$ cat src/rtl/core/tcw_pkg.sv
package tcw_pkg;

	localparam int COLUMNS = 80;
	localparam int ROWS    = 25;
	localparam int CELLS   = ROWS * COLUMNS;
	localparam int ADDR_W  = $clog2(CELLS);

	localparam int ROW_W    = 5;
	localparam int COL_W    = 7;
	localparam int CHAR_W   = 8;
	localparam int COLOUR_W = 8;
	localparam int CELL_W   = 16;
	localparam int CMD_W    = 2;

	localparam logic [CELL_W-1:0]   BLANK_CELL      = 16'h0720;
	localparam logic [COLOUR_W-1:0] TEXT_COLOUR_RST = 8'h07;
	localparam logic [CHAR_W-1:0]   CH_NEWLINE      = 8'h0A;
	localparam logic [CHAR_W-1:0]   CH_RETURN       = 8'h0D;

	localparam logic [CMD_W-1:0] CMD_PUT   = 2'd0;
	localparam logic [CMD_W-1:0] CMD_SET   = 2'd1;
	localparam logic [CMD_W-1:0] CMD_READ  = 2'd2;
	localparam logic [CMD_W-1:0] CMD_CLEAR = 2'd3;

	localparam logic [ADDR_W-1:0] LAST_ADDR     = ADDR_W'(CELLS - 1);
	localparam logic [ADDR_W-1:0] ROW1_ADDR     = ADDR_W'(COLUMNS);
	localparam logic [ADDR_W-1:0] LAST_ROW_ADDR = ADDR_W'((ROWS - 1) * COLUMNS);

	typedef struct packed {
		logic accept;
		logic exec;
		logic copy_step;
		logic copy_drain;
		logic fill_step;
		logic out_load;
	} tcw_cmd_t;

	typedef struct packed {
		logic ptr_last;
		logic scroll;
		logic is_clear;
		logic out_free;
	} tcw_stat_t;

	function automatic logic [ADDR_W-1:0] cell_addr(input logic [ROW_W-1:0] row,
			input logic [COL_W-1:0] col);
		cell_addr = ADDR_W'(row) * ADDR_W'(COLUMNS) + ADDR_W'(col);
	endfunction

	function automatic logic cell_in_range(input logic [ROW_W-1:0] row,
			input logic [COL_W-1:0] col);
		cell_in_range = (32'(row) < ROWS) && (32'(col) < COLUMNS);
	endfunction

endpackage

$ cat src/rtl/core/tcw_ctrl.sv
module tcw_ctrl (
	input  logic              clk,
	input  logic              arst_n,
	input  logic              in_valid,
	output logic              in_ready,
	input  tcw_pkg::tcw_stat_t stat,
	output tcw_pkg::tcw_cmd_t  ctl
);

	localparam logic [2:0] ST_FILL  = 3'd0;
	localparam logic [2:0] ST_IDLE  = 3'd1;
	localparam logic [2:0] ST_EXEC  = 3'd2;
	localparam logic [2:0] ST_COPY  = 3'd3;
	localparam logic [2:0] ST_DRAIN = 3'd4;
	localparam logic [2:0] ST_DONE  = 3'd5;

	logic [2:0] state_q, state_d;
	logic       pend_q;

	assign in_ready = (state_q == ST_IDLE);

	always_comb begin
		ctl = '0;
		state_d = state_q;
		case (state_q)
			ST_FILL: begin
				ctl.fill_step = 1'b1;
				if (stat.ptr_last) begin
					state_d = pend_q ? ST_DONE : ST_IDLE;
				end
			end
			ST_IDLE: begin
				if (in_valid) begin
					ctl.accept = 1'b1;
					state_d = ST_EXEC;
				end
			end
			ST_EXEC: begin
				ctl.exec = 1'b1;
				if (stat.is_clear) begin
					state_d = ST_FILL;
				end else if (stat.scroll) begin
					state_d = ST_COPY;
				end else if (stat.out_free) begin
					ctl.out_load = 1'b1;
					state_d = ST_IDLE;
				end else begin
					state_d = ST_DONE;
				end
			end
			ST_COPY: begin
				ctl.copy_step = 1'b1;
				if (stat.ptr_last) begin
					state_d = ST_DRAIN;
				end
			end
			ST_DRAIN: begin
				ctl.copy_drain = 1'b1;
				state_d = ST_FILL;
			end
			ST_DONE: begin
				if (stat.out_free) begin
					ctl.out_load = 1'b1;
					state_d = ST_IDLE;
				end
			end
			default: begin
				state_d = ST_IDLE;
			end
		endcase
	end

	always_ff @(posedge clk or negedge arst_n) begin
		if (!arst_n) begin
			state_q <= ST_FILL;
			pend_q  <= 1'b0;
		end else begin
			state_q <= state_d;
			if (ctl.accept) begin
				pend_q <= 1'b1;
			end else if (ctl.out_load) begin
				pend_q <= 1'b0;
			end
		end
	end

endmodule

$ cat config.mk
export PLATFORM = sky130hd
export DESIGN_NAME = tcw_ctrl
export DESIGN_NICKNAME = d
export VERILOG_FILES = /design/src/rtl/core/tcw_pkg.sv /design/src/rtl/core/tcw_ctrl.sv
export SDC_FILE = /design/constraint.sdc
export NUM_CORES = 1
export LEC_CHECK = 0
export ABC_CLOCK_PERIOD_IN_PS = 3300
export BUFFER_PORTS_ARGS = -buffer_cell sky130_fd_sc_hd__buf_4
export CORE_AREA = 2 2 39 41
export DETAILED_ROUTE_END_ITERATION = 7
export DIE_AREA = 0 0 41 43
export GPL_TIMING_DRIVEN = 0
export SYNTH_ARGS = -nofsm -noshare
export SYNTH_HDL_FRONTEND = slang
export SYNTH_SLANG_ARGS = --single-unit
$ cat constraint.sdc
create_clock -name clk -period 3.3 [get_ports clk]
set_input_delay 0.495 -clock clk [delete_from_list [all_inputs] [get_ports clk]]
set_output_delay 0.495 -clock clk [all_outputs]
set_load 0.005 [all_outputs]
Word-level counts from Yosys, hierarchy flattened
Cells that the tools add are included.
Widths: inputs -> output; s select.
- register bits: 4
- bits in latches: 0
- memory bits (writable): 0
- memory bits (read-only): 0
- input port bits: 7
- output and inout bits: 7
- logic and storage cells: 35
- memories kept: 0
- $add $sub $neg: 0
- multipliers: 0
- divide/modulo/power cells: 0
- magnitude comparators: 0
- equal/unequal tests: 9
- shift-type cells: 0
- multiplexer cells: 21
- bitwise operators: 0
- reduce and logical (&&, ||, !) cells: 3
- operators with widths (operator ; count):
    $mux 3 ; 8
    $pmux 3 s6 ; 1
    $mux 1 ; 11
    $ne 2x2->1 const B ; 4
    $eq 3x2->1 const B ; 2
    $eq 3x3->1 const B ; 2
    $reduce_and 4->1 ; 1
    $eq 3x1->1 const B ; 1
    $logic_not 3->1 ; 1
    $pmux 1 s2 ; 1
    $reduce_bool 2->1 ; 1

Longest topological paths before layout
Gate-level depths: netlist (run 1).
- depth in word-level cells: 6
- mapped depth: 4
- gate-level depth less buffers: 3

Worst setup path before layout (run 1)
No wires, ideal clock.
- path kind: register -> output
- from: register state_q[0]
- to: output port ctl[0] (netlist name)
- data arrival time: 1.217 ns
- required time: 2.805 ns
- setup slack: 1.588 ns
- stages on the path, launching flop included: 4
- buffers on the path: 0
- path through: dfrtp_1 or3b_1 or3_1 a21oi_1
- RTL lines (element ; line ; source):
    start, declared ; tcw_ctrl.sv:17 ; logic [2:0] state_q, state_d;
    start signal, assigned ; tcw_ctrl.sv:78 ; state_q <= state_d;
    end, declared ; tcw_ctrl.sv:7 ; output tcw_pkg::tcw_cmd_t ctl

==> metrics.cfg, run 1 <==
[status]
status=complete, no violations

[flow_run]
drv_cap=0

[finish]
area_delta_synth_final_pct=45.7
multi_input_area_um2=185
diodes=0
stdcell_count=68
final_area_um2=447
drive_above_1_share_pct=36.5
final_cell_mix=buf_4, nor2b_1, dfrtp_1
fillers=162
seq_area_um2=100
final_core_util_pct=32.3
mostFrequentLayoutCell=buf_4
fin_nets=61

[power]
power.density_nw_per_um2=735
ir_drop_v=0.000214
switchingPower_mw=0.117
total_power_mw=0.328
p_leak_nw=0.205
netSwitchingFraction_pct=35.6
clkPwrFrac_pct=18.6
comb_power_share_pct=56.8
pwr-share-seq_pct=24.7
p_int_mw=0.211

[routing]
wl_met3_um=27
dr.pass1.iters=3
route.vias.total=317
routed_via_density=4.66
detail-route-antenna-nets=0
dr.max_layer_used=met3
drtIter0Drc=10
drc=0
wl_met2_um=374
wl_per_cell_um=10.3
wl_um=698
wl_met1_um=297

[timing]
final.setup_skew_ps=2.32
setup_violations=0
finalCriticalPeriod_ps=2140
fmax_mhz=467
fin_hold_ws_ps=45.4
worst_pin_slew_ps=356
tns_ps=0
maxSlewViolCount=0
hold_viol=0
timing.final.ws_setup_ps=1160
relSlewSlack_pct=76.3
rsz0062_at_grt=false
post-route-period-util_pct=64.9

[setup_path]
critPathCaptureType=output port
cp_data_arrival_time_ps=1650
crit_type=register to output port
required_ps=2800
cp_max_fo=4
start_kind=register

[placed_design]
dp_hpwl_um=557
placed_area_um2=424
place_congestion=0.733
dpl.cell_count=65
port_buffers=13
post-place-ws_ps=1390

[floorplan]
die_h_um=43
dieArea_um2=1760
dieWidth_um=41
rows=14
start_util_pct=22.2
coreArea_um2=1380
pin_count=14

[synthesis]
synth-seq-cells=4
syn-num-nets=43
yosys_warnings=0
postSynthAreaPerCell_um2=8.52
ys_seq_area_share_pct=32.7
netlist_area_um2=307
synthCells=36
synth_cell_type_count=23

[cts]
cts_buffers=3
insertion_delay_ps=230
cts_tree=yes
root_buffer=clkbuf_4
htreeDepth=1
cts_sinks=4
path_clk_slew_ps=40
cts_setup_buffers=0
clockBufferDepth=2
postCtsResizedCells=0
cts_hold_buf=0

[min_path]
min_path_type=input pin to asynchronous set/reset pin

[global_route]
grt_pass1_wl_mm=1.21
grt_pass1_vias=299
grt_usage_pct=10.9
grt_max_degree=11
grt-ovfl-total=0
antenna_found_initial=0

[cells by family after synthesis]
group | after synthesis | share of synthesized area (%)
and+or+nand+nor | 17 | 35.9
AOI/OAI and AO/OA | 9 | 20.8
buffers and inverters | 5 | 6.94
DFF | 4 | 32.7
muxes | 1 | 3.67
[flip-flops by register name, indices dropped and copies added, names as in the netlist]
name,count
state_q,3
pend_q,1
[Yosys cell counts]
master    count  area [um^2]
dfrtp_1       4          100
nor2b_1       4         25.0
nor3b_1       3         22.5
a21oi_1       2         10.0
buf_2         2         10.0
inv_1         2         7.51
nand3b_1      2         15.0
o21ai_0       2         10.0
a211o_1       1         8.76
a22oi_1       1         7.51
and2_1        1         6.26
and3b_1       1         8.76
clkbuf_1      1         3.75
mux2_2        1         11.3
nand2_1       1         3.75
nand3_1       1         5.00
nor2_1        1         3.75
nor3_1        1         5.00
o211ai_1      1         7.51
o311a_1       1         10.0
o32a_1        1         10.0
or3_1         1         6.26
or3b_1        1         8.76
[cell type report]
type,instances,share of cell area [%]
timing repair buffer,13,21.8
sequential,4,22.4
clock buffer,3,5.04
multi-input combinational,27,41.5
tap,16,4.48
inverter,2,1.68
buffer,3,3.08
[worst paths after layout]
path	startpoint	to	slack, ps	cells after the start
worst max-delay path	state_q[1]$_DFFE_PN0P_	ctl[0]	1160	4
worst min-delay path	arst_n	state_q[1]$_DFFE_PN0P_	50	1
worst max register to register	state_q[1]$_DFFE_PN0P_	pend_q$_DFFE_PN0P_	1880	3
worst min register to register	pend_q$_DFFE_PN0P_	pend_q$_DFFE_PN0P_	530	1
max in group asynchronous	arst_n	state_q[2]$_DFFE_PN0P_	3150	1
min in group clk	stat[0]	state_q[2]$_DFFE_PN0P_	490	2
[critical path, stage by stage (launching register included)]
cell     delay (ps)
dfrtp_1         390
or3b_1          400
or3_1           350
a21oi_1         150
buf_4           130
[layer usage]
metal  global-route usage [%]  up-vias
met2                     14.7        6
met5                        0        -
li1                         -      164
met3                     6.28        0
met4                     8.00        0
met1                     12.1      147
[power groups by stage]
stage | clock [mW] | combinational (mW) | sequential, mW
after floorplan | 0 | 0.119 | 0.0780
after global placement | 0 | 0.189 | 0.0817
final | 0.0609 | 0.186 | 0.0809
after CTS | 0.0649 | 0.189 | 0.0816
after global routing | 0.0702 | 0.209 | 0.0840
after detailed placement | 0 | 0.189 | 0.0824
Power figures use the tool's default switching activity.
==> run 2, diff against run 1 <==
- ABC_CLOCK_PERIOD_IN_PS: 3300 -> 1700
- clock period: 3.3 -> 1.7 ns (I/O delays scaled with it)
==> run 2 against run 1 <==
  * The run now ends with negative setup slack left
  * Count of clock-buffer cells in the layout stayed put
  * Hold slack better by 200 ps
  * Cell count is 2.9% higher
  * Sequential share of layout area is 1.4 points lower
  * Design area is 6.4% higher
  * Wire length is 1.7% higher
  * Total power is 100% higher
  * Sequential power is 89% higher
  * Clock skew is 2.2 ps higher
  * Critical path depth stayed put
  * Register-to-register slack worse by 1600 ps
  * Via count is 3.2% higher
  * Critical path type unchanged
==> metrics.cfg, run 2 (synthesized netlist as in run 1, its figures left out) <==
[floorplan]
pin_count=14  ; unchanged
dieWidth_um=41  ; unchanged
rows=14  ; unchanged
coreArea_um2=1380  ; unchanged
die_h_um=43  ; unchanged
dieArea_um2=1760  ; unchanged
start_util_pct=22.2  ; unchanged

[setup_path]
r2r-end=pend_q$_DFFE_PN0P_  ; unchanged
crit_type=register to output port  ; unchanged
start_kind=register  ; unchanged
critPathMaxStageDelay_ps=400  ; about the same
required_ps=1440  ; was 2800 ps
critPathLaunch=state_q[0]$_DFFE_PN0P_  ; was state_q[1]$_DFFE_PN0P_
worstPathCellList=or3b_4 > or3_4 > a21oi_2 > buf_4  ; was or3b_1 > or3_1 > a21oi_1 > buf_4
critPathCaptureType=output port  ; unchanged
cp_max_fo=3  ; was 4
r2r_slack_ps=310  ; was 1880 ps
worstRegToRegCells=3  ; unchanged
cp-endpoint=ctl[0]  ; unchanged
cpMaxStageDelayCell=or3b_4  ; was or3b_1
cp_data_arrival_time_ps=1580  ; was 1650 ps
r2r-start=state_q[0]$_DFFE_PN0P_  ; was state_q[1]$_DFFE_PN0P_

[routing]
wl_per_cell_um=10.1  ; was 10.3 um
routed_via_density=4.67  ; was 4.66
route.vias.total=327  ; was 317
drtIter0Drc=12  ; was 10
wl_um=710  ; was 698 um
detail-route-antenna-nets=0  ; unchanged
dr.pass1.iters=4  ; was 3
drc=0  ; unchanged

[finish]
final_cell_mix=buf_4, nor2b_1, dfrtp_1  ; unchanged
diodes=0  ; unchanged
regMostFlops=state_q  ; unchanged
fin_nets=63  ; was 61
drive_above_1_share_pct=42.6  ; was 36.5%
area_delta_synth_final_pct=55.1  ; was 45.7%
mostFrequentLayoutCell=buf_4  ; unchanged
fillers=155  ; was 162
largestRegisters=state_q x3, pend_q x1  ; unchanged
stdcell_count=70  ; was 68
largest_reg_flops=3  ; unchanged

[timing]
relSlewSlack_pct=76.6  ; was 76.3%
timing.final.ws_setup_ps=-134  ; was 1160 ps
hold_viol=0  ; unchanged
fin_hold_ws_ps=249  ; was 45.4 ps
rsz0062_at_grt=true  ; was false
fmax_mhz=545
finalCriticalPeriod_ps=1830
tns_ps=-134  ; was 0 ps
setup_violations=1  ; was 0
post-route-period-util_pct=108
maxSlewViolCount=0  ; unchanged
final.setup_skew_ps=4.49  ; was 2.32 ps
worst_pin_slew_ps=350  ; was 356 ps

[cts]
cts_buffers=3  ; unchanged
root_buffer=clkbuf_4  ; unchanged
htreeDepth=1  ; unchanged
path_clk_slew_ps=40  ; about the same
clockBufferDepth=2  ; unchanged
cts_tree=yes  ; unchanged
cts_sinks=4  ; unchanged
insertion_delay_ps=240  ; was 230 ps

[power]
p_leak_nw=0.218  ; was 0.205 nW
switchingPower_mw=0.234  ; was 0.117 mW
p_int_mw=0.430  ; was 0.211 mW
pwr-share-seq_pct=23.0  ; was 24.7%
netSwitchingFraction_pct=35.2  ; was 35.6%
power.density_nw_per_um2=1400  ; was 735 nW/um^2
clkPwrFrac_pct=18.1  ; was 18.6%
ir_drop_v=0.000423  ; was 0.000214 V
comb_power_share_pct=58.9  ; was 56.8%

[global_route]
grt_usage_pct=11.2  ; was 10.9%
antenna_found_initial=0  ; unchanged
grt_max_degree=11  ; unchanged
grt_pass1_vias=295  ; was 299
grt_pass1_wl_mm=1.25  ; was 1.21 mm
grt-ovfl-total=0  ; unchanged

[placed_design]
dpl.cell_count=65  ; unchanged
place_congestion=0.733  ; unchanged
post-place-ws_ps=27.1  ; was 1390 ps
dp_hpwl_um=557  ; unchanged
port_buffers=13  ; unchanged

[flow_run]
drv_cap=0  ; unchanged

[min_path]
min_path_type=input pin to register  ; was input pin to asynchronous set/reset pin

[status]
status=complete, but fails checks  ; was complete, no violations
violations=negative setup slack

==> run 2: changes by cell type in the layout (fill, tap and decap cells not counted) <==
cell           previous run  this run
or3_4                     0         1
or3b_1                    1         0
a21oi_2                   0         1
a21oi_1                   2         1
dlygate4sd3_1             0         1
buf_4                    13        14
or3b_4                    0         1
or3_1                     1         0
==> run 2: how the worst min path moves through the flow <==
stage | startpoint | endpoint | slack, ps | depth (start not counted)
2_1_floorplan | arst_n | pend_q$_DFFE_PN0P_ | -40 | 0
3_3_place_gp | arst_n | state_q[1]$_DFFE_PN0P_ | 50 | 1
3_5_place_dp | arst_n | state_q[1]$_DFFE_PN0P_ | 50 | 1
4_1_cts | stat[0] | state_q[2]$_DFFE_PN0P_ | 240 | 2
5_1_grt | stat[0] | state_q[2]$_DFFE_PN0P_ | 240 | 2
6_report | stat[0] | state_q[2]$_DFFE_PN0P_ | 250 | 2
==> run 2: cell type report <==
type	count	area [um^2]	share of cell area, %
Multi-Input combinational cell	27	196	41.3
Clock buffer	3	22.5	4.74
Tap cell	16	20.0	4.21
Sequential cell	4	100	21.1
Timing Repair Buffer	15	115	24.2
Buffer	3	13.8	2.89
Inverter	2	7.51	1.58
==> run 2: what timing repair did <==
| item | 4_1_cts | 5_1_grt |
|---|---|---|
| hold buffers | 1 | 0 |
| resized for setup | 3 | 0 |
| pin swaps | 0 | 0 |
| buffers inserted | 1 | 0 |
| hold endpoints to repair | 4 | 0 |
| endpoints found under the setup margin | 1 | 2 |
==> run 2: layer usage <==
metal	routed length (um)	vias up	GRT usage, %
met1	310	153	12.7
met4	0	0	8.00
met5	0	-	0
li1	-	168	-
met3	27	0	6.28
met2	373	6	15.0
==> run 2: through the flow <==
stage	utilization, %	cell area (um^2)	total power, mW
CTS	34.4	475	0.678
floorplan	-	307	0.383
global placement	30.7	424	0.526
finish	34.4	475	0.664
global route	34.4	475	0.733
detailed placement	30.7	424	0.527
==> run 2: power groups by stage <==
stage	Sequential [mW]	Combinational [mW]	Clock [mW]
global placement	0.159	0.367	0
floorplan	0.151	0.231	0
detailed placement	0.160	0.367	0
CTS	0.154	0.398	0.126
global route	0.158	0.437	0.139
finish	0.153	0.391	0.120
==> run 2: critical path, delay by kind of cell, from the launching register on <==
kind,cells,cell delay (ps)
and+or+nand+nor,2,750
buffers and inverters,1,110
DFF,1,360
AOI/OAI and AO/OA,1,120
==> run 3, diff against run 2 <==
- GPL_TIMING_DRIVEN: 0 -> unset
==> run 3 against run 2 <==
  * The flow still finishes with violations (negative setup slack)
  * Sequential share of layout area decreased by 0.055 points
  * Hold slack better by 25 ps
  * Sequential cell count did not move
  * Count of clock-buffer cells in the layout unchanged
  * Design area rose by 0.26%
  * Global-route usage up 0.72 points
  * Largest power group unchanged
==> metrics.cfg, run 3 (synthesized netlist as in run 1, its figures left out) <==
[finish]
regMostFlops=state_q  ; unchanged
stdcell_count=69  ; was 70
largest_reg_flops=3  ; unchanged
final_cell_mix=buf_4, nor2b_1, dfrtp_1  ; unchanged
area_delta_synth_final_pct=55.5  ; was 55.1%
diodes=0  ; unchanged
largestRegisters=state_q x3, pend_q x1  ; unchanged
drive_above_1_share_pct=43.4  ; was 42.6%
final_core_util_pct=34.4  ; about the same
mostFrequentLayoutCell=buf_4  ; unchanged
fin_nets=62  ; was 63

[global_route]
antenna_found_initial=0  ; unchanged
grt_pass1_vias=329  ; was 295
use_met3_pct=4.71  ; was 6.28%
grt_util_met1_pct=14.7  ; was 12.7%
grt_usage_pct=11.9  ; was 11.2%
grt-busiest-layer=met2  ; unchanged
grt-ovfl-total=0  ; unchanged
grt_max_degree=13  ; was 11
grt_use_met2_pct=15.0  ; unchanged
grt_pass1_wl_mm=1.33  ; was 1.25 mm

[power]
total_power_mw=0.672  ; was 0.664 mW
power.density_nw_per_um2=1410  ; was 1400 nW/um^2
ir_drop_v=0.000385  ; was 0.000423 V
p_leak_nw=0.218  ; about the same

[cts]
cts_setup_buffers=0  ; was 1
cts_sinks=4  ; unchanged
cts_buffers=3  ; unchanged
insertion_delay_ps=230  ; was 240 ps
root_buffer=clkbuf_4  ; unchanged
htreeDepth=1  ; unchanged
cts_tree=yes  ; unchanged
path_clk_slew_ps=40  ; about the same
clockBufferDepth=2  ; unchanged

[routing]
wl_um=720  ; was 710 um
drc=0  ; unchanged
detail-route-antenna-nets=0  ; unchanged
drtIter0Drc=4  ; was 12
routed_via_density=4.80  ; was 4.67
wl_per_cell_um=10.4  ; was 10.1 um
route.vias.total=331  ; was 327
dr.pass1.iters=4  ; unchanged

[placed_design]
dp_hpwl_um=557  ; about the same
dpl.cell_count=65  ; unchanged
place_congestion=0.754  ; was 0.733
port_buffers=13  ; unchanged

[status]
status=complete, but fails checks  ; unchanged
violations=negative setup slack  ; unchanged

[timing]
final.setup_skew_ps=0.605  ; was 4.49 ps
maxSlewViolCount=0  ; unchanged
relSlewSlack_pct=80.0  ; was 76.6%
finalCriticalPeriod_ps=1820  ; was 1830 ps
fmax_mhz=548  ; was 545 MHz
hold_viol=0  ; unchanged
timing.final.ws_setup_ps=-124  ; was -134 ps
setup_violations=1  ; unchanged
fin_hold_ws_ps=274  ; was 249 ps
worst_pin_slew_ps=298  ; was 350 ps
post-route-period-util_pct=107  ; was 108%
rsz0062_at_grt=true  ; unchanged

[floorplan]
start_util_pct=22.2  ; unchanged
pin_count=14  ; unchanged
dieArea_um2=1760  ; unchanged
coreArea_um2=1380  ; unchanged
rows=14  ; unchanged
die_h_um=43  ; unchanged
dieWidth_um=41  ; unchanged

[setup_path]
crit_type=register to output port  ; unchanged
cp_data_arrival_time_ps=1570  ; was 1580 ps
cp_max_fo=3  ; unchanged
path_delay_family=simple AND/OR/NAND/NOR gates  ; unchanged
worstSetupPathDepth=4  ; unchanged
cpMaxStageDelayCell=or3b_4  ; unchanged
start_kind=register  ; unchanged
critPathMaxStageDelay_ps=400  ; about the same
worstRegToRegCells=3  ; unchanged
worstPathCellList=or3b_4 > or3_4 > a21oi_2 > buf_4  ; unchanged
r2r_slack_ps=300  ; was 310 ps
critPathCaptureType=output port  ; unchanged
path_buf_inv=1  ; unchanged
required_ps=1440  ; about the same

[min_path]
min_path_type=input pin to register  ; unchanged
worstHoldPathCells=2  ; unchanged

[flow_run]
drv_cap=0  ; unchanged

## run 3: cell count changes in the layout (fill, tap and decap cells not counted)
cell / before / now
clkbuf_1: 1 / 0
buf_4: 14 / 16
buf_2: 2 / 0
## run 3: path summary, 6_finish.rpt
path | startpoint | endpoint
worst min-delay path | stat[0] | state_q[2]$_DFFE_PN0P_
worst max register to register | state_q[0]$_DFFE_PN0P_ | pend_q$_DFFE_PN0P_
worst max-delay path | state_q[0]$_DFFE_PN0P_ | ctl[0]
max in group asynchronous | arst_n | pend_q$_DFFE_PN0P_
min in group asynchronous | arst_n | state_q[2]$_DFFE_PN0P_
worst min register to register | pend_q$_DFFE_PN0P_ | pend_q$_DFFE_PN0P_
## run 3: layout make-up
class / instances / area [um^2]
Sequential cell: 4 / 100
Timing Repair Buffer: 17 / 130
Clock buffer: 3 / 22.5
Fill cell: 147 / 907
Multi-Input combinational cell: 27 / 196
Tap cell: 16 / 20.0
Inverter: 2 / 7.51
## run 3: metal layers
metal,vias to the layer above,part of all wire [%]
li1,168,-
met1,157,46
met2,6,50
met5,-,0
met3,0,4.2
met4,0,0
## run 3: what timing repair did
action	4_1_cts	5_1_grt
endpoints found under the hold margin	4	0
hold buffers	1	0
resized for setup	3	0
endpoints found under the setup margin	1	1
## run 3: worst reg2reg max path, delay by kind of cell, from the launching register on
family	cells	cell delay (ps)
flops	1	360
compound gates	2	520
simple gates	1	400
## run 3: per-stage QoR
| stage | instance area (um^2) | setup TNS, ps | setup slack, ps |
|---|---|---|---|
| after global routing | 477 | -222 | -222 |
| after floorplan | 307 | 0 | 228 |
| after detailed placement | 433 | 0 | 95.0 |
| final | 477 | -124 | -124 |
| after global placement | 433 | 0 | 114 |
| after CTS | 477 | -131 | -131 |
## run 3: where the power goes
group / leakage (nW) / total (mW) / internal [mW] / switching (mW)
clock: 0.0138 / 0.113 / 0.0787 / 0.0344
sequential: 0.0464 / 0.152 / 0.134 / 0.0187
combinational: 0.158 / 0.407 / 0.226 / 0.181
